File: src/sv/ookd_pkg.sv
package ookd_pkg;

    // frame length and derived counter width
    localparam int FRAME_BITS = 32;
    localparam int CNT_W      = $clog2(FRAME_BITS + 1);
    localparam int WIDTH_W    = 16;
    localparam int WORD_W     = 32;
    localparam int ADDR_W     = 26;
    localparam int UNIT_W     = 4;
    localparam int CFG_IDX_W  = 3;
    localparam int CFG_DATA_W = 16;

    // reset values of the timing windows, microseconds
    localparam logic [WIDTH_W-1:0] RST_START_LOW  = 16'd180;
    localparam logic [WIDTH_W-1:0] RST_START_HIGH = 16'd450;
    localparam logic [WIDTH_W-1:0] RST_SYNC_MIN   = 16'd2250;
    localparam logic [WIDTH_W-1:0] RST_SHORT_LOW  = 16'd100;
    localparam logic [WIDTH_W-1:0] RST_SHORT_HIGH = 16'd450;
    localparam logic [WIDTH_W-1:0] RST_LONG_LOW   = 16'd950;
    localparam logic [WIDTH_W-1:0] RST_LONG_HIGH  = 16'd1300;
    localparam logic [WIDTH_W-1:0] RST_LONG_SPLIT = 16'd700;

    // configuration register indexes
    typedef enum logic [CFG_IDX_W-1:0] {
        CFG_START_LOW  = 3'd0,
        CFG_START_HIGH = 3'd1,
        CFG_SYNC_MIN   = 3'd2,
        CFG_SHORT_LOW  = 3'd3,
        CFG_SHORT_HIGH = 3'd4,
        CFG_LONG_LOW   = 3'd5,
        CFG_LONG_HIGH  = 3'd6,
        CFG_LONG_SPLIT = 3'd7
    } cfg_idx_t;

    // decoder phase
    typedef enum logic [2:0] {
        PH_IDLE  = 3'd0,
        PH_START = 3'd1,
        PH_CELL  = 3'd2,
        PH_C1    = 3'd3,
        PH_C2    = 3'd4,
        PH_C3    = 3'd5
    } phase_t;

    // result status codes
    typedef enum logic [1:0] {
        ST_PENDING  = 2'd0,
        ST_COMPLETE = 2'd1,
        ST_REJECT   = 2'd2
    } status_t;

    // timing windows as seen by the decode logic
    typedef struct packed {
        logic [WIDTH_W-1:0] start_low;
        logic [WIDTH_W-1:0] start_high;
        logic [WIDTH_W-1:0] sync_min;
        logic [WIDTH_W-1:0] short_low;
        logic [WIDTH_W-1:0] short_high;
        logic [WIDTH_W-1:0] long_low;
        logic [WIDTH_W-1:0] long_high;
        logic [WIDTH_W-1:0] long_split;
    } cfg_t;

    // decoder state
    typedef struct packed {
        phase_t            phase;
        logic [WORD_W-1:0] bit_shift;
        logic [CNT_W-1:0]  bit_count;
    } dec_state_t;

    // one result item
    typedef struct packed {
        status_t           status;
        logic [WORD_W-1:0] frame_word;
        logic [ADDR_W-1:0] device_address;
        logic              group_flag;
        logic              switch_on;
        logic [UNIT_W-1:0] unit_number;
    } result_t;

endpackage

File: src/sv/ookd_cfg_regs.sv
module ookd_cfg_regs (
    input  logic                             aclk,
    input  logic                             aresetn,
    input  logic                             cfg_valid,
    output logic                             cfg_ready,
    input  logic [ookd_pkg::CFG_IDX_W-1:0]   cfg_index,
    input  logic [ookd_pkg::CFG_DATA_W-1:0]  cfg_data,
    output ookd_pkg::cfg_t                   cfg
);
    import ookd_pkg::*;

    cfg_t cfg_reg;
    cfg_t cfg_next;

    // writes always taken
    assign cfg_ready = 1'b1;
    assign cfg       = cfg_reg;

    // register select
    always_comb begin
        cfg_next = cfg_reg;
        if (cfg_valid) begin
            case (cfg_idx_t'(cfg_index))
                CFG_START_LOW:  cfg_next.start_low  = cfg_data;
                CFG_START_HIGH: cfg_next.start_high = cfg_data;
                CFG_SYNC_MIN:   cfg_next.sync_min   = cfg_data;
                CFG_SHORT_LOW:  cfg_next.short_low  = cfg_data;
                CFG_SHORT_HIGH: cfg_next.short_high = cfg_data;
                CFG_LONG_LOW:   cfg_next.long_low   = cfg_data;
                CFG_LONG_HIGH:  cfg_next.long_high  = cfg_data;
                CFG_LONG_SPLIT: cfg_next.long_split = cfg_data;
                default:        cfg_next = cfg_reg;
            endcase
        end
    end

    // register bank with default windows
    always_ff @(posedge aclk) begin
        if (!aresetn) begin
            cfg_reg.start_low  <= RST_START_LOW;
            cfg_reg.start_high <= RST_START_HIGH;
            cfg_reg.sync_min   <= RST_SYNC_MIN;
            cfg_reg.short_low  <= RST_SHORT_LOW;
            cfg_reg.short_high <= RST_SHORT_HIGH;
            cfg_reg.long_low   <= RST_LONG_LOW;
            cfg_reg.long_high  <= RST_LONG_HIGH;
            cfg_reg.long_split <= RST_LONG_SPLIT;
        end else begin
            cfg_reg <= cfg_next;
        end
    end

endmodule

File: src/sv/ookd_step.sv
module ookd_step (
    input  ookd_pkg::cfg_t                  cfg,
    input  ookd_pkg::dec_state_t            cur,
    input  logic [ookd_pkg::WIDTH_W-1:0]    pulse_width,
    output ookd_pkg::dec_state_t            nxt,
    output ookd_pkg::result_t               res
);
    import ookd_pkg::*;

    localparam logic [CNT_W-1:0] FRAME_LAST = CNT_W'(FRAME_BITS);

    logic              in_start;
    logic              at_sync;
    logic              in_cell;
    logic              is_long;
    logic              reject;
    logic              complete;
    logic [WORD_W-1:0] shift_new;
    logic [CNT_W-1:0]  count_new;

    // window compares
    assign in_start = (pulse_width >= cfg.start_low) && (pulse_width < cfg.start_high);
    assign at_sync  = pulse_width >= cfg.sync_min;
    assign in_cell  = ((pulse_width >= cfg.short_low) && (pulse_width < cfg.short_high)) ||
                      ((pulse_width >= cfg.long_low)  && (pulse_width < cfg.long_high));
    assign is_long  = pulse_width >= cfg.long_split;

    // bit decided by the fourth width of a cell: short gives 1
    assign shift_new = {cur.bit_shift[WORD_W-2:0], ~is_long};
    assign count_new = cur.bit_count + CNT_W'(1);

    // phase sequencing
    always_comb begin
        nxt      = cur;
        reject   = 1'b0;
        complete = 1'b0;
        case (cur.phase)
            PH_IDLE: begin
                if (in_start) nxt.phase = PH_START;
                else          reject = 1'b1;
            end
            PH_START: begin
                if (at_sync)       nxt.phase = PH_CELL;
                else if (!in_cell) reject = 1'b1;
            end
            PH_CELL: begin
                if (in_cell && !is_long) nxt.phase = PH_C1;
                else                     reject = 1'b1;
            end
            PH_C1: begin
                if (in_cell) nxt.phase = PH_C2;
                else         reject = 1'b1;
            end
            PH_C2: begin
                if (in_cell) nxt.phase = PH_C3;
                else         reject = 1'b1;
            end
            PH_C3: begin
                if (!in_cell) begin
                    reject = 1'b1;
                end else if (count_new >= FRAME_LAST) begin
                    complete = 1'b1;
                end else begin
                    nxt.phase     = PH_CELL;
                    nxt.bit_shift = shift_new;
                    nxt.bit_count = count_new;
                end
            end
            default: reject = 1'b1;
        endcase
        // error and completion both return to idle
        if (reject || complete) begin
            nxt.phase     = PH_IDLE;
            nxt.bit_shift = '0;
            nxt.bit_count = '0;
        end
    end

    // result fields: frame fields zero unless a frame completes, status marks reject or pending otherwise
    always_comb begin
        res = '0;
        if (complete) begin
            res.status         = ST_COMPLETE;
            res.frame_word     = shift_new;
            res.device_address = shift_new[WORD_W-1:WORD_W-ADDR_W];
            res.group_flag     = shift_new[5];
            res.switch_on      = shift_new[4];
            res.unit_number    = shift_new[UNIT_W-1:0];
        end else if (reject) begin
            res.status = ST_REJECT;
        end else begin
            res.status = ST_PENDING;
        end
    end

endmodule

File: src/sv/ook_pulse_width_frame_decoder.sv
// a request is taken into the input register, then moves into the result register and shows on m_*
// throughput: one request per cycle while m_ready does not stall the result register
// result register stalls hold the input register, which in turn lowers s_ready
// reset: synchronous active-low aresetn clears the phase, shift and count state,
// both stage valid flags, and loads the default timing windows
module ook_pulse_width_frame_decoder (
    input  logic                             aclk,
    input  logic                             aresetn,
    input  logic                             cfg_valid,
    output logic                             cfg_ready,
    input  logic [ookd_pkg::CFG_IDX_W-1:0]   cfg_index,
    input  logic [ookd_pkg::CFG_DATA_W-1:0]  cfg_data,
    input  logic                             s_valid,
    output logic                             s_ready,
    input  logic [ookd_pkg::WIDTH_W-1:0]     s_pulse_width,
    output logic                             m_valid,
    input  logic                             m_ready,
    output logic [1:0]                       m_status,
    output logic [ookd_pkg::WORD_W-1:0]      m_frame_word,
    output logic [ookd_pkg::ADDR_W-1:0]      m_device_address,
    output logic                             m_group_flag,
    output logic                             m_switch_on,
    output logic [ookd_pkg::UNIT_W-1:0]      m_unit_number
);
    import ookd_pkg::*;

    cfg_t               cfg;
    dec_state_t         state_reg;
    dec_state_t         state_next;
    result_t            res_next;
    result_t            res_reg;
    logic               in_vld_reg;
    logic [WIDTH_W-1:0] in_width_reg;
    logic               out_vld_reg;
    logic               out_free;
    logic               fire;

    // configuration bank
    ookd_cfg_regs u_cfg (
        .aclk      (aclk),
        .aresetn   (aresetn),
        .cfg_valid (cfg_valid),
        .cfg_ready (cfg_ready),
        .cfg_index (cfg_index),
        .cfg_data  (cfg_data),
        .cfg       (cfg)
    );

    // decode of one width against current state
    ookd_step u_step (
        .cfg         (cfg),
        .cur         (state_reg),
        .pulse_width (in_width_reg),
        .nxt         (state_next),
        .res         (res_next)
    );

    // stage handshakes
    assign out_free = !out_vld_reg || m_ready;
    assign fire     = in_vld_reg && out_free;
    assign s_ready  = !in_vld_reg || out_free;

    // input register
    always_ff @(posedge aclk) begin
        if (!aresetn) begin
            in_vld_reg <= 1'b0;
        end else if (s_ready) begin
            in_vld_reg <= s_valid;
        end
    end

    always_ff @(posedge aclk) begin
        if (s_valid && s_ready) begin
            in_width_reg <= s_pulse_width;
        end
    end

    // decoder state, advanced once per request
    always_ff @(posedge aclk) begin
        if (!aresetn) begin
            state_reg.phase     <= PH_IDLE;
            state_reg.bit_shift <= '0;
            state_reg.bit_count <= '0;
        end else if (fire) begin
            state_reg <= state_next;
        end
    end

    // result register
    always_ff @(posedge aclk) begin
        if (!aresetn) begin
            out_vld_reg <= 1'b0;
        end else if (out_free) begin
            out_vld_reg <= fire;
        end
    end

    always_ff @(posedge aclk) begin
        if (fire) begin
            res_reg <= res_next;
        end
    end

    assign m_valid          = out_vld_reg;
    assign m_status         = res_reg.status;
    assign m_frame_word     = res_reg.frame_word;
    assign m_device_address = res_reg.device_address;
    assign m_group_flag     = res_reg.group_flag;
    assign m_switch_on      = res_reg.switch_on;
    assign m_unit_number    = res_reg.unit_number;

    // idle always carries an empty shift register and count
    a_idle_clear: assert property (@(posedge aclk) disable iff (!aresetn)
        state_reg.phase == PH_IDLE |-> (state_reg.bit_shift == '0 && state_reg.bit_count == '0))
        else $error("idle phase with stale shift state");

    // the bit count never reaches the frame length while a frame is open
    a_count_range: assert property (@(posedge aclk) disable iff (!aresetn)
        state_reg.bit_count < CNT_W'(FRAME_BITS))
        else $error("bit count out of range");

    // a rejected request leaves the decoder idle
    a_reject_idle: assert property (@(posedge aclk) disable iff (!aresetn)
        fire && res_next.status == ST_REJECT |=> state_reg.phase == PH_IDLE)
        else $error("reject did not return to idle");

    // only a completed frame carries a non-zero word
    a_word_zero: assert property (@(posedge aclk) disable iff (!aresetn)
        m_valid && m_status != ST_COMPLETE |-> (m_frame_word == '0 && m_unit_number == '0))
        else $error("frame fields set without completion");

    // unpacked address agrees with the frame word
    a_addr_match: assert property (@(posedge aclk) disable iff (!aresetn)
        m_valid |-> m_device_address == m_frame_word[WORD_W-1:WORD_W-ADDR_W])
        else $error("device address mismatch");

endmodule
File: config.mk
export PLATFORM = sky130hd
export DESIGN_NAME = ook_pulse_width_frame_decoder
export DESIGN_NICKNAME = d
export VERILOG_FILES = /design/src/sv/ookd_pkg.sv /design/src/sv/ookd_cfg_regs.sv /design/src/sv/ookd_step.sv /design/src/sv/ook_pulse_width_frame_decoder.sv
export SDC_FILE = /design/constraint.sdc
export NUM_CORES = 1
export LEC_CHECK = 0
export ABC_CLOCK_PERIOD_IN_PS = 4850
export BUFFER_PORTS_ARGS = -buffer_cell sky130_fd_sc_hd__clkbuf_2
export CAP_MARGIN = 20
export CORE_UTILIZATION = 60
export CTS_CLUSTER_SIZE = 12
export DETAILED_ROUTE_END_ITERATION = 10
export HOLD_SLACK_MARGIN = 0.02
export MAX_ROUTING_LAYER = met4
export PLACE_DENSITY = 0.8
export RECOVER_POWER = 100
export SKIP_LAST_GASP = 1
export SYNTH_ARGS = -nofsm -noshare
export SYNTH_HDL_FRONTEND = slang
export SYNTH_SLANG_ARGS = --single-unit
File: constraint.sdc
create_clock -name aclk -period 4.85 [get_ports aclk]
set_input_delay 0.2425 -clock aclk [delete_from_list [all_inputs] [get_ports aclk]]
set_output_delay 0.2425 -clock aclk [all_outputs]
set_load 0.1 [all_outputs]
==> impl_metrics.csv, run 1 <==
group,metric,value,unit
outcome,status,"complete, but fails checks",
outcome,violations,"capacitance limit, slew limit",
timing,worst_pin_slew,3.00,ns
timing,slew_violations,113,
worst_setup_path,cp-start-kind,"register",
place,placed_cell_area,12600,um^2
clock_tree,clk_latency,0.52,ns
clock_tree,cts_resized,0,
clock_tree,clkSinkCount,220,
timing,rsz0062_at_grt,"false",
synthesis,synth-simple-area-share,19.1,%
worst_setup_path,path_max_fanout,32,
place,hpwl,20.2,mm
final_layout,ff_latch_area,4900,um^2
synthesis,synthCells,1409,
floorplan,fp-row-count,51,
timing,final.period_utilization,85.1,%
floorplan,die_w,145,um
timing,final_hold_viol_count,0,
final_layout,finalNonFillerCells,1733,
grt,grt_pass1_vias,9790,
final_layout,final_cell_area,13200,um^2
grt,grt_pass1_wl,49.3,mm
clock_tree,numCtsBuffers,24,
routing,final_antenna_net_count,0,
routing,vias,10300,
pwr,ir_worst_vdd,0.289,mV
clock_tree,clk_pin_slew_worst_paths,0.06,ns
floorplan,initial_utilization,62.1,%
final_layout,multi_input_area,5990,um^2
floorplan,die_h,145,um
grt,grt_usage,31.1,%
grt,overflow,0,
grt,grt_max_degree,77,
synthesis,netlist_top_cells_count,"nand2_1, dfxtp_1, a21oi_1, inv_1, ha_1",
grt,antenna_found_initial,1,
synthesis,async_reset_ff_share,0,%
synthesis,yosysTopAreaCell,"dfxtp_1",
worst_setup_path,path_cells,"ha_1 > a2111oi_2 > o41ai_1 > a221o_1 > o32ai_1 > nand3_1 > inv_1 > and2_0",
final_layout,drive_gt1_share,5.18,%
clock_tree,htreeDepth,1,
run,maxCapViolations,3,
synthesis,synth_most_common_cell,"nand2_1",
routing,drc,0,
synthesis,synth_xor_area_share,0.143,%
timing,relSlewSlack,-101,%
timing,final.setup.tns,0,ns
worst_setup_path,cp.required,5.23,ns
final_layout,synthToLayoutAreaGrowth,7.58,%
synthesis,synthMuxAreaShare,0.255,%
routing,routed_wirelength,31.0,mm
synthesis,synth_edf_count,50,
place,pre_cts_ws,1.10,ns
synthesis,synth_seq_cells,220,
timing,setup_viol,0,
routing,dr.pass1.iters,5,
worst_setup_path,slowest_delay,0.79,ns
place,globalplace.congestion,0.959,
clock_tree,cts_post_setup_buffers_inserted,0,
synthesis,synth_top_family_by_area,"simple AND/OR/NAND/NOR gates",
floorplan,io_pins,109,
synthesis,avgSynthCellArea,8.69,um^2
floorplan,core,19700,um^2
synthesis,synth_compound_gate_area_share,18.0,%
worst_setup_path,endpoint_kind,"register",
final_layout,nets,1616,
clock_tree,cts_buffer_depth,3,
place,io_buffers,107,
routing,drtIter0Drc,866,
timing,period_minus_slack,4.13,ns
routing,viasPerCell,5.94,
synthesis,yosysTopAreaCellShare,27.8,%
final_layout,nFillCells,1626,
worst_hold_path,holdCritPathClass,"in -> reg",
clock_tree,cts_tree,"built",
clock_tree,cts_root_buffer,"clkbuf_16",
timing,fmax,242,MHz
worst_setup_path,crit_slowest_cell,"o32ai_1",
synthesis,synth_fa_ha_area_share,12.9,%
worst_setup_path,critPathArrivalTime,4.51,ns
synthesis,ys.flop_type,"dfxtp_1",
synthesis,syn_nets,1575,
synthesis,yosys_warnings,0,
synthesis,syn-cell-area,12200,um^2
final_layout,largest_reg_flops,128,
pwr,power_density,331,nW/um^2
timing,whs,0.0751,ns
floorplan,die_area,21000,um^2
synthesis,synth_seq_area_share,40.1,%
pwr,p_leak,4.87,nW
synthesis,yosysUniqueCellTypes,58,
place,dp.cells,1670,
synthesis,synthTopCellsByArea,"dfxtp_1, ha_1, edfxtp_1, nand2_1, a21oi_1",
routing,routedWlPerCell,17.9,um
worst_setup_path,crit_type,"reg -> reg",
timing,clock-skew-final,0.00974,ns
timing,fin_ws,0.724,ns
==> power by group <==
| group | internal, W | total, W | switching, W |
|---|---|---|---|
| logic | 0.000150 | 0.000631 | 0.000481 |
| registers | 0.00193 | 0.00197 | 0.0000422 |
| clock network | 0.00103 | 0.00177 | 0.000735 |
| total | 0.00311 | 0.00436 | 0.00126 |
==> stage by stage <==
step / util [%] / power [W]
floorplan: - / 0.00252
global placement: 63.7 / 0.00262
detailed placement: 63.7 / 0.00263
CTS: 68.5 / 0.00439
global route: 66.8 / 0.00451
finish: 66.8 / 0.00436
==> final timing paths <==
check	startpoint	end	slack, ns	depth (start not counted)
worst max-delay path	in_width_reg[1]$_DFFE_PP_	m_frame_word[29]$_SDFFCE_PN0P_	0.72	8
worst min-delay path	cfg_data[6]	u_cfg.cfg[6]$_SDFFE_PN0P_	0.08	3
worst max register to register	in_width_reg[1]$_DFFE_PP_	m_frame_word[29]$_SDFFCE_PN0P_	0.72	8
worst min register to register	u_cfg.cfg[22]$_SDFFE_PN0P_	u_cfg.cfg[22]$_SDFFE_PN0P_	0.45	2
==> cell families (layout without fill, tap and decap cells) <==
logic type / count (synthesis) / in the layout
and+or+nand+nor: 491 / 491
xor gates and xnor gates: 2 / 2
AOI/OAI and AO/OA: 312 / 312
DFF: 220 / 220
adders and majority gates: 126 / 126
buffers and inverters: 254 / 312
muxes: 3 / 3
other: 1 / 2
==> placed cells by master (no fill, tap or decap), types with 12 or more instances in the layout <==
| cell type | netlist | final |
|---|---|---|
| dlygate4sd3_1 | 0 | 18 |
| ha_1 | 126 | 126 |
| nand4_1 | 15 | 15 |
| a21oi_1 | 130 | 130 |
| and2_1 | 64 | 53 |
| a311oi_1 | 5 | 32 |
| clkbuf_2 | 16 | 28 |
| nand2b_1 | 13 | 13 |
| inv_1 | 127 | 127 |
| nand3b_1 | 30 | 30 |
| o21ai_0 | 20 | 20 |
| nand2_1 | 255 | 255 |
| nor2_1 | 32 | 32 |
| clkbuf_16 | 0 | 24 |
| a31oi_1 | 32 | 32 |
| edfxtp_1 | 50 | 50 |
| nand3_1 | 51 | 52 |
| o211ai_1 | 48 | 48 |
| dfxtp_1 | 170 | 170 |
| clkbuf_1 | 60 | 95 |
| and2_0 | 1 | 12 |
==> final cells by class <==
class | count | share of cell area [%]
Antenna cell | 1 | 0.0190
Tap cell | 265 | 2.52
Clock inverter | 6 | 0.285
Inverter | 128 | 3.66
Timing Repair Buffer | 141 | 5.28
Sequential cell | 220 | 37.2
Multi-Input combinational cell | 935 | 45.5
Clock buffer | 37 | 5.54
==> routing by layer <==
layer / part of all wire, % / vias up / GRT usage (%)
li1: - / 4943 / -
met1: 44 / 4906 / 39.9
met2: 46 / 370 / 49.9
met3: 6.8 / 77 / 4.90
met4: 3.0 / 0 / 11.0
met5: 0 / - / -
==> worst max-delay path, delay by kind of cell (launching register included) <==
family	cells	cell delay, ns
fa+ha+maj	1	0.35
compound gates	4	1.62
simple gates	2	0.73
buf+inv	1	0.74
flops	1	0.54
==> repair_timing <==
item,4_1_cts,5_1_grt
setup endpoints to repair,0,0
hold buffers,18,0
endpoints found under the hold margin,18,0
Power figures use the tool's default switching activity.
==> run 2: changes to the inputs <==
--- a/config.mk
+++ b/config.mk
@@ -8,12 +8,12 @@
 export ABC_CLOCK_PERIOD_IN_PS = 4850
 export BUFFER_PORTS_ARGS = -buffer_cell sky130_fd_sc_hd__clkbuf_2
 export CAP_MARGIN = 20
-export CORE_UTILIZATION = 60
+export CORE_UTILIZATION = 65
 export CTS_CLUSTER_SIZE = 12
 export DETAILED_ROUTE_END_ITERATION = 10
 export HOLD_SLACK_MARGIN = 0.02
 export MAX_ROUTING_LAYER = met4
-export PLACE_DENSITY = 0.8
+export PLACE_DENSITY = 0.86
 export RECOVER_POWER = 100
 export SKIP_LAST_GASP = 1
 export SYNTH_ARGS = -nofsm -noshare
==> impl_metrics.csv, run 2 (synthesis results as in run 1) <==
group,metric,value,unit
timing,clock-skew-final,0.0142,ns
pwr,totalPowerFinal,0.00445,W
floorplan,io_pins,109,
timing,slew_violations,160,
timing,final_hold_viol_count,0,
floorplan,fp-row-count,49,
clock_tree,cts_resized,0,
routing,routedWlPerCell,19.0,um
outcome,status,"complete, but fails checks",
floorplan,core,18200,um^2
clock_tree,htreeDepth,1,
worst_setup_path,cp.required,5.23,ns
final_layout,drive_gt1_share,6.56,%
timing,final.period_utilization,90.5,%
final_layout,nFillCells,1367,
place,io_buffers,107,
pwr,p_leak,4.91,nW
floorplan,initial_utilization,67.3,%
clock_tree,cts_tree,"built",
routing,met2_length,15.1,mm
pwr,ir_worst_vdd,0.336,mV
clock_tree,clkSinkCount,220,
final_layout,nets,1614,
place,pre_cts_ws,0.762,ns
grt,grt_usage,34.1,%
timing,rsz0062_at_grt,"false",
place,globalplace.congestion,1.01,
final_layout,finalNonFillerCells,1692,
place,hpwl,20.8,mm
worst_setup_path,crit_type,"reg -> reg",
routing,final_antenna_net_count,0,
place,dp.cells,1632,
final_layout,final_cell_mix,"nand2_1, dfxtp_1, a21oi_1",
worst_hold_path,holdCritPathClass,"in -> reg",
routing,viasPerCell,6.15,
grt,grt_pass1_wl,51.1,mm
final_layout,mostFrequentLayoutCell,"nand2_1",
run,maxCapViolations,5,
grt,grt_pass1_vias,9952,
clock_tree,cts_root_buffer,"clkbuf_16",
routing,routedLengthMet1,13.2,mm
grt,antenna_found_initial,0,
pwr,power_density,336,nW/um^2
floorplan,die_w,139,um
timing,fin_ws,0.463,ns
final_layout,synthToLayoutAreaGrowth,8.07,%
final_layout,largest_reg_flops,128,
clock_tree,numCtsBuffers,24,
routing,dr.pass1.iters,10,
routing,met3_length,2.69,mm
timing,worst_pin_slew,3.17,ns
timing,relSlewSlack,-113,%
timing,final.setup.tns,0,ns
worst_setup_path,cp-start-kind,"register",
timing,fmax,228,MHz
routing,routed_wirelength,32.1,mm
floorplan,die_h,139,um
routing,top_layer,"met4",
grt,overflow,0,
clock_tree,clk_pin_slew_worst_paths,0.06,ns
timing,setup_viol,0,
routing,drc,3,
final_layout,n_antenna_cell,0,
clock_tree,cts_buffer_depth,3,
worst_setup_path,critPathArrivalTime,4.77,ns
timing,period_minus_slack,4.39,ns
routing,vias,10400,
grt,grt_max_degree,94,
worst_setup_path,endpoint_kind,"register",
floorplan,die_area,19400,um^2
outcome,violations,"DRC, capacitance limit, slew limit",
routing,drtIter0Drc,850,
worst_setup_path,path_max_fanout,76,
clock_tree,clk_latency,0.52,ns
-- run 2: worst max-delay path: stages, from the launching register on --
cell      delay (ns)
edfxtp_1        0.57
ha_1            0.39
nand4_1         0.20
or3_1           0.41
o211ai_1        0.12
a311oi_1        0.07
o32ai_1         0.75
o211a_4         0.76
a21oi_4         0.27
buf_4           0.31
a311oi_1        0.36
-- run 2: metrics by stage --
step                      area [um^2]  hold WS (ns)  util (%)
after floorplan                 12200         0.341         -
after global placement          12500         0.421      68.7
after detailed placement        12500         0.423      68.7
after CTS                       13500        0.0414      74.0
after global routing            13200        0.0717      72.7
final                           13200        0.0441      72.7
-- run 2: per-layer routing --
metal,vias up,GRT usage (%)
met5,-,-
met4,0,13.3
li1,4926,-
met2,471,54.6
met1,4938,43.8
met3,79,4.40
-- run 2: final timing paths --
path,slack [ns],depth (start not counted),startpoint,to
setup / recovery,0.46,10,in_width_reg[13]$_DFFE_PP_,state_reg[8]$_SDFFE_PN0P_
hold / removal,0.04,3,cfg_data[9],u_cfg.cfg[89]$_SDFFE_PN0P_
setup reg to reg,0.46,10,in_width_reg[13]$_DFFE_PP_,state_reg[8]$_SDFFE_PN0P_
hold reg to reg,0.45,2,u_cfg.cfg[89]$_SDFFE_PN0P_,u_cfg.cfg[89]$_SDFFE_PN0P_
-- run 2: where the power goes --
group          total (W)  internal [W]  switching [W]  leakage (nW)
combinational   0.000642      0.000151       0.000490          2.68
clock            0.00184       0.00110       0.000741         0.392
sequential       0.00197       0.00193      0.0000415          1.83
-- run 2: layout make-up --
| class | count | area, um^2 | share of cell area, % |
|---|---|---|---|
| Clock buffer | 36 | 738 | 5.58 |
| Clock inverter | 5 | 50.0 | 0.378 |
| Inverter | 128 | 483 | 3.65 |
| Multi-Input combinational cell | 935 | 6080 | 45.9 |
| Sequential cell | 220 | 4900 | 37.1 |
| Tap cell | 229 | 287 | 2.17 |
| Timing Repair Buffer | 139 | 693 | 5.24 |
-- run 2: timing repair --
action                     4_1_cts  5_1_grt
setup endpoints to repair        0        0
hold endpoints to repair        17        0
hold buffers                    17        0
buffers inserted                 0        0
